File: src/rtl/core/bbt_pkg.sv
// Shared types and constants of the Bollinger band tracker.
package bbt_pkg;

    localparam int PRICE_W    = 32;
    localparam int GAIN_W     = 16;
    localparam int WL_W       = 7;
    localparam int CFG_DATA_W = 16;
    localparam int CFG_IDX_W  = 1;
    localparam int BAND_W     = 48;
    localparam int BWID_W     = 32;
    localparam int GAIN_FRAC  = 8;
    // bandwidth = 4 * dev / mean in Q16.16, so dev is scaled by 2^18
    localparam int BW_FRAC    = 18;
    // quotient fits the bandwidth word only while dev < mean << 14
    localparam int BW_LIM_SH  = BWID_W - BW_FRAC;
    localparam int OFF_W      = PRICE_W + GAIN_W - GAIN_FRAC;

    localparam logic [WL_W-1:0]   WL_RST   = 7'd20;
    localparam logic [GAIN_W-1:0] GAIN_RST = 16'd512;

    localparam logic [CFG_IDX_W-1:0] CFG_WINDOW = 1'd0;
    localparam logic [CFG_IDX_W-1:0] CFG_GAIN   = 1'd1;

    typedef enum logic [1:0] {
        DIV_MEAN,
        DIV_VAR,
        DIV_BW
    } bbt_div_sel_t;

    typedef enum logic [3:0] {
        ST_IDLE,
        ST_RD_OLD,
        ST_UPDATE,
        ST_MEAN_S,
        ST_MEAN_W,
        ST_WALK_S,
        ST_WALK_W,
        ST_VAR_S,
        ST_VAR_W,
        ST_SQRT_S,
        ST_SQRT_W,
        ST_MUL,
        ST_BW_S,
        ST_BW_W,
        ST_OUT
    } bbt_state_t;

    typedef struct packed {
        logic         cap;
        logic         rd_old;
        logic         update;
        logic         div_start;
        bbt_div_sel_t div_sel;
        logic         walk_start;
        logic         sqrt_start;
        logic         mul;
        logic         bw_sat;
        logic         emit;
    } bbt_cmd_t;

    typedef struct packed {
        logic will_emit;
        logic div_done;
        logic walk_done;
        logic sqrt_done;
        logic bw_sat;
        logic out_free;
    } bbt_status_t;

endpackage

File: src/rtl/core/bbt_ctrl.sv
// Controller state machine sequencing one price word through the datapath.
module bbt_ctrl (
    input  logic                 clk,
    input  logic                 rst_n,
    input  logic                 in_valid,
    output logic                 in_stall,
    input  bbt_pkg::bbt_status_t st,
    output bbt_pkg::bbt_cmd_t    cmd
);
    import bbt_pkg::*;

    bbt_state_t state_reg;
    bbt_state_t state_next;

    always_ff @(posedge clk or negedge rst_n)
    begin
        if (!rst_n)
            state_reg <= ST_IDLE;
        else
            state_reg <= state_next;
    end

    always_comb
    begin
        state_next = state_reg;
        cmd        = '0;
        in_stall   = 1'b1;
        case (state_reg)
            ST_IDLE:
            begin
                in_stall = 1'b0;
                if (in_valid)
                begin
                    cmd.cap    = 1'b1;
                    state_next = ST_RD_OLD;
                end
            end
            ST_RD_OLD:
            begin
                cmd.rd_old = 1'b1;
                state_next = ST_UPDATE;
            end
            ST_UPDATE:
            begin
                cmd.update = 1'b1;
                state_next = st.will_emit ? ST_MEAN_S : ST_IDLE;
            end
            ST_MEAN_S:
            begin
                cmd.div_start = 1'b1;
                cmd.div_sel   = DIV_MEAN;
                state_next    = ST_MEAN_W;
            end
            ST_MEAN_W:
            begin
                if (st.div_done)
                    state_next = ST_WALK_S;
            end
            ST_WALK_S:
            begin
                cmd.walk_start = 1'b1;
                state_next     = ST_WALK_W;
            end
            ST_WALK_W:
            begin
                if (st.walk_done)
                    state_next = ST_VAR_S;
            end
            ST_VAR_S:
            begin
                cmd.div_start = 1'b1;
                cmd.div_sel   = DIV_VAR;
                state_next    = ST_VAR_W;
            end
            ST_VAR_W:
            begin
                if (st.div_done)
                    state_next = ST_SQRT_S;
            end
            ST_SQRT_S:
            begin
                cmd.sqrt_start = 1'b1;
                state_next     = ST_SQRT_W;
            end
            ST_SQRT_W:
            begin
                if (st.sqrt_done)
                    state_next = ST_MUL;
            end
            ST_MUL:
            begin
                cmd.mul    = 1'b1;
                state_next = ST_BW_S;
            end
            ST_BW_S:
            begin
                // zero mean or ratio out of range: pin bandwidth to full scale
                if (st.bw_sat)
                begin
                    cmd.bw_sat = 1'b1;
                    state_next = ST_OUT;
                end
                else
                begin
                    cmd.div_start = 1'b1;
                    cmd.div_sel   = DIV_BW;
                    state_next    = ST_BW_W;
                end
            end
            ST_BW_W:
            begin
                if (st.div_done)
                    state_next = ST_OUT;
            end
            ST_OUT:
            begin
                if (st.out_free)
                begin
                    cmd.emit   = 1'b1;
                    state_next = ST_IDLE;
                end
            end
            default: state_next = ST_IDLE;
        endcase
    end

endmodule

File: config.mk
export PLATFORM = sky130hd
export DESIGN_NAME = bbt_ctrl
export DESIGN_NICKNAME = d
export VERILOG_FILES = /design/src/rtl/core/bbt_pkg.sv /design/src/rtl/core/bbt_ctrl.sv
export SDC_FILE = /design/constraint.sdc
export NUM_CORES = 1
export LEC_CHECK = 0
export ABC_CLOCK_PERIOD_IN_PS = 4050
export BUFFER_PORTS_ARGS = -buffer_cell sky130_fd_sc_hd__buf_4
export CAP_MARGIN = 20
export CORE_AREA = 2 2 39 41
export DETAILED_ROUTE_END_ITERATION = 12
export DIE_AREA = 0 0 41 43
export MAX_ROUTING_LAYER = met4
export PLACE_DENSITY = 0.68
export SETUP_SLACK_MARGIN = 0.1
export SLEW_MARGIN = 20
export SYNTH_ARGS = -nofsm -noshare
export SYNTH_HDL_FRONTEND = slang
export SYNTH_SLANG_ARGS = --single-unit
File: constraint.sdc
create_clock -name clk -period 4.05 [get_ports clk]
set_clock_uncertainty 0.05 [all_clocks]
set_input_delay 0.81 -clock clk [delete_from_list [all_inputs] [get_ports clk]]
set_output_delay 0.81 -clock clk [all_outputs]
set_load 0.05 [all_outputs]
==> results.yml <==
drt:
  wl_met2_um: 501
  routed-wl-met3_um: 46
  vias_per_cell: 5.163
  wirelength_mm: 1.027
  drc_errors: 0
  ant_nets: 0
  highest_layer: "met3"
  drt-wirelength-per-cell_um: 11.16
  drt-initial-drc-count: 7
  met1Wirelength_um: 479
  dr.pass1.iters: 2
  vias: 475
clock_network:
  cts_resized: 0
  clkTransAtPathRegs_ns: 0.04
  postCtsHoldBufs: 0
  cts_tree: "done"
  numCtsBuffers: 3
  cts_sinks: 4
  root_buffer: "clkbuf_4"
  cts_setup_buffers: 0
  clock_path_buffers: 2
  clock_latency_ns: 0.23
  cts.htree.levels: 1
setup_path:
  critPathBufInv: 1
  startpoint_type: "register"
  cpLargestDelayFamily: "flip-flops"
  crit_start: "state_reg[3]$_DFFE_PN0P_"
  path_class: "register to output pin"
  arrival_ns: 1.61
  worstRegToRegCells: 4
  ff2ff_setup_slack_ns: 2.36
  timing.rr.start: "state_reg[2]$_DFFE_PN0P_"
  slowest_stage: "dfrtp_1"
  critPathRequiredTime_ns: 3.19
  cp_cell_sequence: "and2_1 > and3_1 > o21bai_1 > buf_4"
  cpPeakStageDelay_ns: 0.64
  crit_end: "cmd[7]"
  path_max_fanout: 15
  endpoint_kind: "output pin"
  worst-path-stages: 4
  rr_endpoint: "state_reg[1]$_DFFE_PN0P_"
timing:
  period_share_pct: 61.09
  layout_min_cycle_time_ns: 2.474
  setup_viol: 0
  finalSetupTns_ns: 0
  finalHoldViolCount: 0
  fmax_ghz: 0.4042
  tightest_slew_ns: 0.4915
  setup_slack_ns: 1.576
  drv_slew: 0
  rsz0062_at_grt: "false"
  maxSlewHeadroom_pct: 67.24
synthesis:
  ys_warn_count: 0
  ys_ff_latch: 4
  syn_area_sq_um: 434.2
  synthCells: 57
  syn_avg_cell_area_sq_um: 7.617
  syn_nets: 66
  synthDistinctLibCells: 32
  synth_top_area_share_pct: 23.05
  synth_area_leaders: "dfrtp_1, nor2_1, and3_1"
  yosysSeqAreaShare_pct: 23.05
  synth_top_cell_by_area: "dfrtp_1"
layout:
  design_area_sq_um: 595.6
  fill_cells: 149
  antenna_cells: 0
  fin_nets: 87
  largest_reg_flops: 4
  syn_to_final_growth_pct: 37.18
  drive_above_1_share_pct: 35.53
placed_design:
  gp_congestion: 0.8207
  dpl_cell_area_sq_um: 573.1
  hpwl_um: 789.4
  dp_slack_ns: 1.722
  io_buffers: 20
pwr:
  ir_worst_vdd_uv: 302.6
  cellPowerDensity_nw_per_um2: 867.5
  p_seq_share_pct: 25.2
  leakagePower_uw: 0.0002950
  power.switching_uw: 288.3
  internal_power_uw: 228.3
  power_switching_share_pct: 55.80
  comb_power_share_pct: 65.5
  pwr-share-clk_pct: 9.2
grt:
  antenna_found_initial: 0
  grt-ovfl-total: 0
  grt_pass1_vias: 427
  track_usage_pct: 14.62
  grt_pass1_wl_mm: 1.725
  grt_max_degree: 17
flow_run:
  maxCapViolCount: 0
die:
  die_width_um: 41
  initial_utilization_pct: 31.37
  num_rows: 14
  dieHeight_um: 43
  core_sq_um: 1384
  fp.dieArea_sq_um: 1763
  io_pins: 21
run_status:
  status: "finished clean"
worst_hold_path:
  hold_path_class: "primary input to async pin"
metal layers:
layer	global-route usage, %	up-vias
met1	17.74	223
met3	4.712	0
met5	-	-
met4	6.000	0
met2	21.56	11
li1	-	241
power by group through the flow:
stage | logic [uW] | clock network (uW) | registers (uW)
final | 339 | 47.7 | 130
after global routing | 369 | 54.8 | 137
after CTS | 341 | 50.1 | 131
after detailed placement | 340 | 0 | 131
after global placement | 335 | 0 | 129
after floorplan | 328 | 0 | 77.9
how the worst min path moves through the flow:
stage | start | to | slack (ns) | depth (start not counted)
final | rst_n | state_reg[2]$_DFFE_PN0P_ | 0.32 | 1
after global routing | rst_n | state_reg[0]$_DFFE_PN0P_ | 0.31 | 1
after CTS | rst_n | state_reg[2]$_DFFE_PN0P_ | 0.31 | 1
after detailed placement | rst_n | state_reg[2]$_DFFE_PN0P_ | 0.56 | 1
after global placement | rst_n | state_reg[3]$_DFFE_PN0P_ | 0.56 | 1
after floorplan | rst_n | state_reg[0]$_DFFE_PN0P_ | 0.46 | 0
cells in the mapped netlist (all sizes together):
cell type / instances
and3: 4
o21bai: 1
o32a: 1
xnor2: 1
nor3: 3
and2: 1
o32ai: 2
nand4: 1
dfrtp: 4
or3: 1
inv: 4
or2: 1
a21oi: 2
mux2: 1
a31oi: 2
or2b: 1
nand2: 4
nor2b: 1
buf: 4
a21o: 1
nand2b: 2
nor3b: 1
o21ai: 3
nand3: 2
nor2: 7
o211ai: 1
mux2i: 1
cell families (layout without fill, tap and decap cells):
| logic type | after synthesis | count (layout) | synth area share (%) |
|---|---|---|---|
| muxes | 2 | 2 | 5.763 |
| DFF | 4 | 4 | 23.06 |
| xor gates and xnor gates | 1 | 1 | 2.018 |
| and+or+nand+nor | 29 | 29 | 35.74 |
| buffers and inverters | 8 | 27 | 10.66 |
| AOI/OAI and AO/OA | 13 | 13 | 22.77 |
stage by stage:
stage / utilization, % / power, uW / instances / hold slack, ns
2_1_floorplan: - / 405.8 / 57 / 0.4644
3_3_place_gp: 41.41 / 464.6 / 89 / 0.5559
3_5_place_dp: 41.41 / 471.7 / 89 / 0.5582
4_1_cts: 43.04 / 521.5 / 92 / 0.3108
5_1_grt: 43.04 / 560.4 / 92 / 0.3051
6_report: 43.04 / 516.7 / 92 / 0.3161
cell type report:
class | instances | area, sq um | area share [%]
clock buffers | 3 | 22.52 | 3.782
inverters | 4 | 15.01 | 2.521
multi-input cells | 45 | 287.8 | 48.32
flip-flops and latches | 4 | 100.1 | 16.81
well taps | 16 | 20.02 | 3.361
repair buffers | 20 | 150.1 | 25.21
cell usage in the layout, fill, tap and decap left out, drive strengths merged, types with 2 or more instances in the layout:
| cell type | n |
|---|---|
| buf | 20 |
| nor2 | 7 |
| inv | 4 |
| nand2 | 4 |
| and3 | 4 |
| dfrtp | 4 |
| nor3 | 3 |
| o21ai | 3 |
| clkbuf | 3 |
| nand2b | 2 |
| a31oi | 2 |
| a21oi | 2 |
| nand3 | 2 |
| o32ai | 2 |
Power figures use the tool's default switching activity.
